**config.mk**
```make
export PLATFORM = sky130hd
export DESIGN_NAME = deque_with_min_max_unit
export DESIGN_NICKNAME = d
export VERILOG_FILES = /design/src/hdl/dmm_pkg.sv /design/src/hdl/deque_with_min_max_unit.sv /design/src/hdl/dmm_ctrl.sv /design/src/hdl/dmm_datapath.sv
export SDC_FILE = /design/constraint.sdc
export NUM_CORES = 1
export LEC_CHECK = 0
export ABC_AREA = 1
export BUFFER_PORTS_ARGS = -buffer_cell sky130_fd_sc_hd__buf_2
export CAP_MARGIN = 20
export CORE_MARGIN = 3
export CORE_UTILIZATION = 40
export DETAILED_ROUTE_END_ITERATION = 8
export GPL_ROUTABILITY_DRIVEN = 0
export PLACE_DENSITY_LB_ADDON = 0.12
export SKIP_LAST_GASP = 1
export SLEW_MARGIN = 5
export SYNTH_ARGS = -nofsm -noshare
export SYNTH_HDL_FRONTEND = slang
export SYNTH_SLANG_ARGS = --single-unit
```
**constraint.sdc**
```tcl
create_clock -name clk -period 4.5 [get_ports clk]
set_input_delay 0.9 -clock clk [delete_from_list [all_inputs] [get_ports clk]]
set_output_delay 0.9 -clock clk [all_outputs]
set_load 0.01 [all_outputs]
```
**src/hdl/dmm_pkg.sv**
```systemverilog
// Package for the double-ended queue with min/max report.
// Holds shared widths, operation and status codes, and the command/status structs.
// No dependencies.
package dmm_pkg;

  localparam int VALUE_W       = 17;
  localparam int FUNC_W        = 2;
  localparam int STATUS_W      = 2;
  localparam int DEPTH_DEFAULT = 16;

  localparam logic [VALUE_W-1:0] EMPTY_MIN = 17'd100000;
  localparam logic [VALUE_W-1:0] EMPTY_MAX = 17'd0;

  localparam logic [FUNC_W-1:0] FUNC_PUSH_FRONT = 2'd0;
  localparam logic [FUNC_W-1:0] FUNC_PUSH_BACK  = 2'd1;
  localparam logic [FUNC_W-1:0] FUNC_POP_FRONT  = 2'd2;
  localparam logic [FUNC_W-1:0] FUNC_POP_BACK   = 2'd3;

  localparam logic [STATUS_W-1:0] STATUS_OK        = 2'd0;
  localparam logic [STATUS_W-1:0] STATUS_POP_EMPTY = 2'd1;
  localparam logic [STATUS_W-1:0] STATUS_PUSH_FULL = 2'd2;

  typedef struct packed {
    logic load;     // capture the input beat
    logic exec;     // apply the push or pop
    logic scan;     // step the min/max scan
    logic publish;  // move the result into the output register
  } dmm_cmd_t;

  typedef struct packed {
    logic scan_done;
    logic out_free;
  } dmm_stat_t;

endpackage

```
**src/hdl/deque_with_min_max_unit.sv**
```systemverilog
// Top level of the double-ended queue with min/max report.
// Joins dmm_ctrl and dmm_datapath; depends on dmm_pkg.
//
// Holds up to DEPTH values in a ring; each input beat pushes its value at the
// front or back or pops the front or back entry, and yields one output beat
// with the largest and smallest stored values (0 and 100000 when empty), the
// entry count and a status code (ok, pop on empty ignored, push on full
// dropped). One item at a time: after accept the item is captured, the
// update is applied, the scan reads the entries left after the update,
// one stored value per cycle through the single memory read port, and the
// result is published once the output register is free.
// The output register lets the next beat be accepted while a result waits.
module deque_with_min_max_unit #(
  parameter int DEPTH = dmm_pkg::DEPTH_DEFAULT,
  parameter int CW    = $clog2(DEPTH + 1),
  parameter int OUT_W = ((2 * dmm_pkg::VALUE_W + CW + 7) / 8) * 8
) (
  input  logic                         clk,
  input  logic                         rst,
  input  logic                         s_tvalid,
  output logic                         s_tready,
  input  logic [23:0]                  s_tdata,   // value[16:0], zero pad
  input  logic [dmm_pkg::FUNC_W-1:0]   s_tuser,   // func[1:0]
  output logic                         m_tvalid,
  input  logic                         m_tready,
  output logic [OUT_W-1:0]             m_tdata,   // largest, smallest, entries, zero pad
  output logic [dmm_pkg::STATUS_W-1:0] m_tuser    // status[1:0]
);

  dmm_pkg::dmm_cmd_t           cmd;
  dmm_pkg::dmm_stat_t          stat;
  logic [dmm_pkg::VALUE_W-1:0] largest;
  logic [dmm_pkg::VALUE_W-1:0] smallest;
  logic [CW-1:0]               entries;

  dmm_ctrl u_ctrl (
    .clk      (clk),
    .rst      (rst),
    .s_tvalid (s_tvalid),
    .s_tready (s_tready),
    .stat     (stat),
    .cmd      (cmd)
  );

  dmm_datapath #(
    .DEPTH (DEPTH),
    .CW    (CW)
  ) u_datapath (
    .clk      (clk),
    .rst      (rst),
    .in_func  (s_tuser),
    .in_value (s_tdata[dmm_pkg::VALUE_W-1:0]),
    .cmd      (cmd),
    .stat     (stat),
    .m_tvalid (m_tvalid),
    .m_tready (m_tready),
    .largest  (largest),
    .smallest (smallest),
    .entries  (entries),
    .status   (m_tuser)
  );

  always_comb begin
    m_tdata = '0;
    m_tdata[dmm_pkg::VALUE_W-1:0]                    = largest;
    m_tdata[2*dmm_pkg::VALUE_W-1:dmm_pkg::VALUE_W]   = smallest;
    m_tdata[2*dmm_pkg::VALUE_W+CW-1:2*dmm_pkg::VALUE_W] = entries;
  end

endmodule

```
**src/hdl/dmm_ctrl.sv**
```systemverilog
// Controller state machine for the double-ended queue with min/max report.
// Sequences capture, update, scan and publish; depends on dmm_pkg.
module dmm_ctrl (
  input  logic              clk,
  input  logic              rst,
  input  logic              s_tvalid,
  output logic              s_tready,
  input  dmm_pkg::dmm_stat_t stat,
  output dmm_pkg::dmm_cmd_t  cmd
);

  localparam logic [1:0] ST_IDLE = 2'd0;
  localparam logic [1:0] ST_EXEC = 2'd1;
  localparam logic [1:0] ST_SCAN = 2'd2;
  localparam logic [1:0] ST_DONE = 2'd3;

  logic [1:0] state;
  logic [1:0] state_next;

  always_ff @(posedge clk) begin
    if (rst) begin
      state <= ST_IDLE;
    end else begin
      state <= state_next;
    end
  end

  assign s_tready = (state == ST_IDLE);

  always_comb begin
    state_next  = state;
    cmd         = '0;
    case (state)
      ST_IDLE: begin
        if (s_tvalid) begin
          cmd.load   = 1'b1;
          state_next = ST_EXEC;
        end
      end
      ST_EXEC: begin
        cmd.exec   = 1'b1;
        state_next = ST_SCAN;
      end
      ST_SCAN: begin
        if (stat.scan_done) begin
          state_next = ST_DONE;
        end else begin
          cmd.scan = 1'b1;
        end
      end
      ST_DONE: begin
        if (stat.out_free) begin
          cmd.publish = 1'b1;
          state_next  = ST_IDLE;
        end
      end
      default: begin
        state_next = ST_IDLE;
      end
    endcase
  end

endmodule

```
**src/hdl/dmm_datapath.sv**
```systemverilog
// Datapath for the double-ended queue with min/max report.
// Ring storage, front pointer, fill count, min/max scan and output register;
// depends on dmm_pkg.
module dmm_datapath #(
  parameter int DEPTH = dmm_pkg::DEPTH_DEFAULT,
  parameter int CW    = $clog2(DEPTH + 1)
) (
  input  logic                          clk,
  input  logic                          rst,
  input  logic [dmm_pkg::FUNC_W-1:0]    in_func,
  input  logic [dmm_pkg::VALUE_W-1:0]   in_value,
  input  dmm_pkg::dmm_cmd_t             cmd,
  output dmm_pkg::dmm_stat_t            stat,
  output logic                          m_tvalid,
  input  logic                          m_tready,
  output logic [dmm_pkg::VALUE_W-1:0]   largest,
  output logic [dmm_pkg::VALUE_W-1:0]   smallest,
  output logic [CW-1:0]                 entries,
  output logic [dmm_pkg::STATUS_W-1:0]  status
);

  localparam int AW = $clog2(DEPTH);
  localparam int SW = CW + 1;
  localparam logic [AW-1:0] LAST_POS = AW'(DEPTH - 1);
  localparam logic [CW-1:0] FULL_CNT = CW'(DEPTH);
  localparam logic [SW-1:0] DEPTH_S  = SW'(DEPTH);

  logic [dmm_pkg::VALUE_W-1:0] mem [DEPTH];

  logic [dmm_pkg::FUNC_W-1:0]   op_func;
  logic [dmm_pkg::VALUE_W-1:0]  op_value;
  logic [AW-1:0]                front;
  logic [AW-1:0]                front_next;
  logic [CW-1:0]                fill;
  logic [CW-1:0]                fill_next;
  logic [dmm_pkg::STATUS_W-1:0] op_status;
  logic [dmm_pkg::STATUS_W-1:0] op_status_next;
  logic                         wr_en;
  logic [AW-1:0]                wr_addr;

  logic [AW-1:0]                scan_ptr;
  logic [CW-1:0]                issued;
  logic                         rd_valid;
  logic [dmm_pkg::VALUE_W-1:0]  rd_data;
  logic [dmm_pkg::VALUE_W-1:0]  cur_max;
  logic [dmm_pkg::VALUE_W-1:0]  cur_min;

  logic [AW-1:0] front_dec;
  logic [AW-1:0] front_inc;
  logic [SW-1:0] back_sum;
  logic [AW-1:0] back_pos;
  logic          is_full;
  logic          is_empty;
  logic          issue;

  assign front_dec = (front == '0) ? LAST_POS : front - AW'(1);
  assign front_inc = (front == LAST_POS) ? '0 : front + AW'(1);
  assign back_sum  = SW'(front) + SW'(fill);
  assign back_pos  = (back_sum >= DEPTH_S) ? AW'(back_sum - DEPTH_S) : AW'(back_sum);
  assign is_full   = (fill == FULL_CNT);
  assign is_empty  = (fill == '0);

  always_comb begin
    front_next     = front;
    fill_next      = fill;
    op_status_next = dmm_pkg::STATUS_OK;
    wr_en          = 1'b0;
    wr_addr        = back_pos;
    case (op_func)
      dmm_pkg::FUNC_PUSH_FRONT: begin
        if (is_full) begin
          op_status_next = dmm_pkg::STATUS_PUSH_FULL;
        end else begin
          front_next = front_dec;
          fill_next  = fill + CW'(1);
          wr_en      = 1'b1;
          wr_addr    = front_dec;
        end
      end
      dmm_pkg::FUNC_PUSH_BACK: begin
        if (is_full) begin
          op_status_next = dmm_pkg::STATUS_PUSH_FULL;
        end else begin
          fill_next = fill + CW'(1);
          wr_en     = 1'b1;
        end
      end
      dmm_pkg::FUNC_POP_FRONT: begin
        if (is_empty) begin
          op_status_next = dmm_pkg::STATUS_POP_EMPTY;
        end else begin
          front_next = front_inc;
          fill_next  = fill - CW'(1);
        end
      end
      dmm_pkg::FUNC_POP_BACK: begin
        if (is_empty) begin
          op_status_next = dmm_pkg::STATUS_POP_EMPTY;
        end else begin
          fill_next = fill - CW'(1);
        end
      end
      default: begin
        op_status_next = dmm_pkg::STATUS_OK;
      end
    endcase
  end

  assign issue          = cmd.scan && (issued != fill);
  assign stat.scan_done = (issued == fill) && !rd_valid;
  assign stat.out_free  = !m_tvalid || m_tready;

  always_ff @(posedge clk) begin
    if (cmd.exec && wr_en) begin
      mem[wr_addr] <= op_value;
    end
    if (issue) begin
      rd_data <= mem[scan_ptr];
    end
  end

  always_ff @(posedge clk) begin
    if (cmd.load) begin
      op_func  <= in_func;
      op_value <= in_value;
    end
    if (cmd.exec) begin
      op_status <= op_status_next;
      scan_ptr  <= front_next;
      cur_max   <= dmm_pkg::EMPTY_MAX;
      cur_min   <= dmm_pkg::EMPTY_MIN;
    end else if (cmd.scan) begin
      if (issue) begin
        scan_ptr <= (scan_ptr == LAST_POS) ? '0 : scan_ptr + AW'(1);
      end
      if (rd_valid) begin
        if (rd_data > cur_max) begin
          cur_max <= rd_data;
        end
        if (rd_data < cur_min) begin
          cur_min <= rd_data;
        end
      end
    end
    if (cmd.publish) begin
      largest  <= cur_max;
      smallest <= cur_min;
      entries  <= fill;
      status   <= op_status;
    end
  end

  always_ff @(posedge clk) begin
    if (rst) begin
      front    <= '0;
      fill     <= '0;
      issued   <= '0;
      rd_valid <= 1'b0;
      m_tvalid <= 1'b0;
    end else begin
      if (cmd.exec) begin
        front    <= front_next;
        fill     <= fill_next;
        issued   <= '0;
        rd_valid <= 1'b0;
      end else if (cmd.scan) begin
        rd_valid <= issue;
        if (issue) begin
          issued <= issued + CW'(1);
        end
      end
      if (cmd.publish) begin
        m_tvalid <= 1'b1;
      end else if (m_tready) begin
        m_tvalid <= 1'b0;
      end
    end
  end

endmodule
```
Word-level counts from Yosys, hierarchy flattened
Memory sizes are Yosys's and may differ from the RTL's. A register that Yosys moved wholly into a read port is not among the register bits.
Index checks and enable logic that the tools add are counted.
{"block": "op_classes", "eq_ne": 16, "n_reduce_logical": 22, "n_mux": 35, "magnitude_cmp": 3, "add_sub_neg": 8}
{"op": "two-way mux 4 bit", "n": 11}
{"op": "greater-than comparator 17 bit", "n": 1}
{"op": "< comparator 17 bit", "n": 1}
{"op": "two-way mux 1 bit", "n": 14}
{"op": "AND reduction 3 bit", "n": 4}
{"op": "adder 5 x 1 -> 5 bit, second input constant", "n": 2}
{"op": "two-way mux 5 bit", "n": 2}
{"op": "inequality test 2 bit, second input constant", "n": 5}
{"op": "case mux 5 bit (2 select lines)", "n": 1}
{"op": "adder 4 x 1 -> 4 bit, second input constant", "n": 2}
{"op": "== test 2 bit, second input constant", "n": 4}
{"op": "== test 4 bit, second input constant", "n": 2}
{"op": "two-way mux 2 bit", "n": 4}
{"op": "case mux 2 bit (4 select lines)", "n": 1}
{"op": "case mux 4 bit (2 select lines)", "n": 1}
{"op": "subtractor 4 x 1 -> 4 bit, second input constant", "n": 2}
{"op": "adder 4 x 5 -> 6 bit", "n": 1}
{"op": "greater-or-equal comparator 6 x 5 -> 1 bit, second input constant", "n": 1}
{"op": "nonzero test 2 bit", "n": 3}
{"op": "OR reduction 2 bit", "n": 3}
{"op": "== test 5 bit", "n": 1}
{"op": "== test 5 bit, second input constant", "n": 1}
{"op": "logical NOT 5 bit", "n": 1}
{"op": "inequality test 5 bit", "n": 1}
{"op": "9 further kinds", "n": 15}
{"block": "word_totals", "input_bits": 30, "out_inout_bits": 44, "elab_cells": 101, "memories": 1, "ram_bits": 272, "register_bits": 118}
{"name": "u_datapath.mem", "words": 16, "width": 17, "read_ports": 1, "rd_clocked_by_memory_dff": 1, "write_ports": 1, "line": "dmm_datapath.sv:28", "rtl": "logic [dmm_pkg::VALUE_W-1:0] mem [DEPTH];"}

Longest topological paths before layout
{"block": "depth", "word_depth": 8, "mapped_depth": 15, "depth_no_buf": 14}

By module
From an unflattened synthesis, not the netlist that was laid out.
{"block": "unflattened", "cells_unflattened": 1428, "area_unflattened_um2": 17455.5}
{"mod": "dmm_datapath", "seq_area_each_um2": 11661.2, "cells_per_inst": 1395, "area_each_um2": 17240.3, "instances": 1}
{"mod": "dmm_ctrl", "seq_area_each_um2": 40.0, "cells_per_inst": 31, "area_each_um2": 203.9, "instances": 1}
{"mod": "deque_with_min_max_unit", "seq_area_each_um2": 0.0, "cells_per_inst": 2, "area_each_um2": 11.3, "instances": 1}

Least setup slack after synthesis
OpenSTA, ideal clock, no wires.
{"block": "synth_timing", "path_kind": "input -> register", "startpoint": "input port m_tready", "endpoint": "register u_datapath.entries[0] (enable)", "stages": 2, "required_ns": 4.047, "setup_ns": 0.453, "n_path_buf": 0, "arrival_ns": 2.940, "slack_ns": 1.107, "cell_sequence": "inv_1 > a21oi_1"}
{"item": "start: declaration", "line": "deque_with_min_max_unit.sv:25", "rtl": "input logic m_tready,"}
{"item": "end signal: assignment", "line": "dmm_datapath.sv:148", "rtl": "entries <= fill;"}
{"item": "end: declaration", "line": "dmm_datapath.sv:18", "rtl": "output logic [CW-1:0] entries,"}

Worst setup path after layout
{"block": "layout_timing", "startpoint": "register u_datapath.fill[0]", "endpoint": "memory u_datapath.mem[12][14] in the netlist's numbering (enable)"}
{"block": "layout_between", "elab_chain_len": 6, "elab_cells_between_ends": 12, "classes_between": "add/sub (2); order compare (1); eq/ne (1); mux (7); reduce/logical (1)"}
{"item": "start: declaration", "line": "dmm_datapath.sv:34", "rtl": "logic [CW-1:0] fill;"}
{"item": "start signal: assignment", "line": "dmm_datapath.sv:163", "rtl": "fill <= fill_next;"}
{"item": "branches (longest 6 deep; another with adder 4 x 5 -> 6 bit)"}
{"item": "end: declaration", "line": "dmm_datapath.sv:28"}
Parallel ways; which one is timed is not known.

==> results.tsv <==
stage	metric	value	unit
critical_path	critical path class	reg2reg	
min_path	worst min path class	reg2reg	
status	status	completed	
cts	CTS clock-pin slew for the worst setup and hold paths	60	ps
final_layout	Final nets	1504	
grt	final global-route overflow total	0	
cts	worst skew pair latency	550	ps
critical_path	critical path peak fanout	10	
logic_synthesis	Synth cell types	39	
floorplanning	die area	44800	sq um
critical_path	CP arrival	3340	ps
final_layout	n_diodes	0	
sta	Min Clock Period, post-route	3100	ps
cts	post_cts resized	0	
sta	Slew @ Worst Pin	1010	ps
place	port buffer count	65	
logic_synthesis	Synth async-reset ratio	0	
final_layout	fill count	3718	
floorplanning	# IOs	74	
cts	root buf cell	clkbuf_16	
logic_synthesis	register bit total from synthesis	407	
cts	htree depth	2	
cts	CTS tree	built	
place	hpwl dp	22900	microns
job	Max-Cap Viols	0	
sta	setup TNS	0	ps
drt	DRT Wirelength	38200	microns
drt	Avg WL per Cell	19.2	microns
grt	initial antenna violation count	0	
floorplanning	starting density of the core	0.410	
drt	drt pass-1 iters	5	
logic_synthesis	main flop type after synthesis	edfxtp_1	
drt	ANT nets after route	0	
final_layout	area growth from synthesis to layout	14.2	%
cts	CTS Buffer Depth	3	
grt	gr usage total	0.174	
critical_path	crit path launch type	register	
drt	via count	10354	
sta	setup slack after layout	1400	ps
logic_synthesis	Ys Warns	0	
critical_path	Setup crit end kind	register	
power	Total Power	12.1	mW
place	pre-CTS setup slack	1370	ps
drt	number of vias per cell	5.21	
sta	final worst clock skew	12.9	ps
sta	Max Slew Vio Count	0	
logic_synthesis	Syn Inst Count	1349	
sta	setup violators final	0	
floorplanning	Die Y	212	microns
sta	final hold vios	0	
power	Leakage	7.02	nW
cts	TritonCTS buffer count	44	
sta	RSZ-0062 raised after global routing	false	
drt	DR iter-0 viols	721	
sta	Max Clk Rate	323	MHz
cts	CTS sink count	407	
logic_synthesis	Syn Area/Cell	12.5	sq um
cts	postcts setup bufs	0	
floorplanning	Core ar.	41300	sq um
sta	max_slew headroom	0.329	
logic_synthesis	Post-Syn Nets	1429	
logic_synthesis	number of synthesized flops with an enable pin	355	
logic_synthesis	register area share after synthesis	0.692	
floorplanning	chip width	212	microns
grt	pin count of the biggest net entering global routing	140	
logic_synthesis	mapped cell area	16900	sq um
grt	first-pass GRT wire length	59400	microns
power	Max IR drop VDD	488	uV
grt	number of global-route vias before repair	10037	
power	Cell Pwr Density	628	nW/um^2
final_layout	layout cells sized above 1	0.130	
floorplanning	Rows	74	
cts	# hold bufs at CTS	0	
drt	DRC	0	
sta	Tcrit/Tclk final	0.689	
critical_path	Required @ worst endpoint	4740	ps
-- cells in the mapped netlist, types with 2 or more instances --
library cell	number	area [sq um]
a21oi_1	55	275
a21oi_2	4	35.0
buf_1	2	7.51
buf_2	25	125
buf_4	4	30.0
buf_6	2	22.5
clkbuf_1	36	135
clkinv_1	2	7.51
dfxtp_1	52	1040
edfxtp_1	355	10700
fa_1	2	40.0
ha_1	48	601
inv_1	91	342
inv_2	2	7.51
mux2i_1	51	510
nand2_1	145	544
nand3_1	84	420
nand4_1	3	18.8
nand4_2	2	25.0
nor2_1	170	638
nor2_2	2	12.5
nor3_1	8	40.0
o211ai_1	16	120
o21ai_0	94	470
o21ai_2	2	17.5
o221ai_1	51	447
o22ai_1	10	62.6
o32ai_1	13	114
xnor2_1	5	43.8
xor2_1	4	35.0
-- cell type report --
cell class,instances,area (sq um),area share
Clock buffer,64,1220,0.0630
Clock inverter,15,139,0.00719
Sequential cell,407,11700,0.606
Tap cell,532,666,0.0345
Multi-Input combinational cell,778,4590,0.238
Inverter,95,357,0.0185
Timing Repair Buffer,98,636,0.0329
-- logic make-up after synthesis --
logic type / Yosys count / share of synthesized area
and+or+nand+nor: 418 / 0.102
DFF: 407 / 0.692
AOI/OAI and AO/OA: 249 / 0.0928
buffers and inverters: 164 / 0.0400
muxes: 51 / 0.0302
adders and majority gates: 50 / 0.0379
xor gates and xnor gates: 9 / 0.00466
other: 1 / 0.000222
-- path summary, 6_finish.rpt --
path                      startpoint                      to  slack [ps]  cells past startpoint
min reg2reg  u_datapath.op_status[1]    u_datapath.status[1]         420                      0
max reg2reg       u_datapath.fill[0]  u_datapath.mem[12][14]        1400                      7
min          u_datapath.op_status[1]    u_datapath.status[1]         420                      0
max               u_datapath.fill[0]  u_datapath.mem[12][14]        1400                      7
-- layer usage --
metal  routed length (microns)  share of wire  GRT usage
met1                     17500           0.46      0.242
met2                     17900           0.47      0.283
met3                      1800          0.047     0.0282
met4                       889          0.023     0.0527
met5                         0              0          0
-- placed cells by master, fill, tap and decap left out, types with 2 or more instances in the layout --
master,instances
nor2_1,153
a21oi_1,54
o21ai_2,2
clkbuf_1,16
fa_1,2
nand4_2,2
edfxtp_1,355
o32ai_1,13
nand3_1,84
nor3_1,8
o22ai_1,10
mux2i_1,51
clkbuf_8,4
o211ai_1,16
o21ai_0,94
clkinv_2,4
xor2_1,4
inv_1,90
a21oi_2,4
o221ai_1,51
bufinv_16,2
inv_2,3
nand2_1,145
xnor2_1,5
nand4_1,3
nor2_2,19
buf_12,5
dfxtp_1,52
clkinvlp_4,2
ha_1,48
clkbuf_16,44
buf_2,65
clkinv_1,7
buf_4,28
-- registers in the layout (all words and copies together) (netlist names) --
register	cells
u_datapath.issued	5
u_datapath.op_status	2
u_ctrl.state	2
u_datapath.entries	5
u_datapath.m_tvalid	1
u_datapath.front	4
u_datapath.status	2
u_datapath.rd_valid	1
u_datapath.op_value	17
u_datapath.mem	272
u_datapath.op_func	2
u_datapath.scan_ptr	4
u_datapath.largest	17
u_datapath.rd_data	17
u_datapath.smallest	17
u_datapath.fill	5
u_datapath.cur_min	17
u_datapath.cur_max	17
-- report_power, final --
part	leakage, nW	total (mW)	internal (mW)	switching [mW]
Clock	0.653	3.39	1.99	1.40
Combinational	2.74	3.55	1.19	2.36
Sequential	3.63	5.18	4.74	0.442
Total	7.02	12.1	7.92	4.20
-- critical path, cell delays in order, from the launching register on --
cell and delay (ps):
dfxtp_1 410, ha_1 270, fa_1 380, xnor2_1 140
o21ai_0 380, nand2_1 240, nor2_2 600, buf_4 370
-- per-stage QoR --
stage,hold slack (ps),utilization,cells,cell area (sq um)
final,421,0.468,1989,19300
after floorplan,400,-,1349,16900
after detailed placement,412,0.435,1910,18000
after global placement,409,0.435,1910,18000
after global routing,439,0.468,1989,19300
after CTS,426,0.468,1989,19300
(Power assumes the default switching activity.)
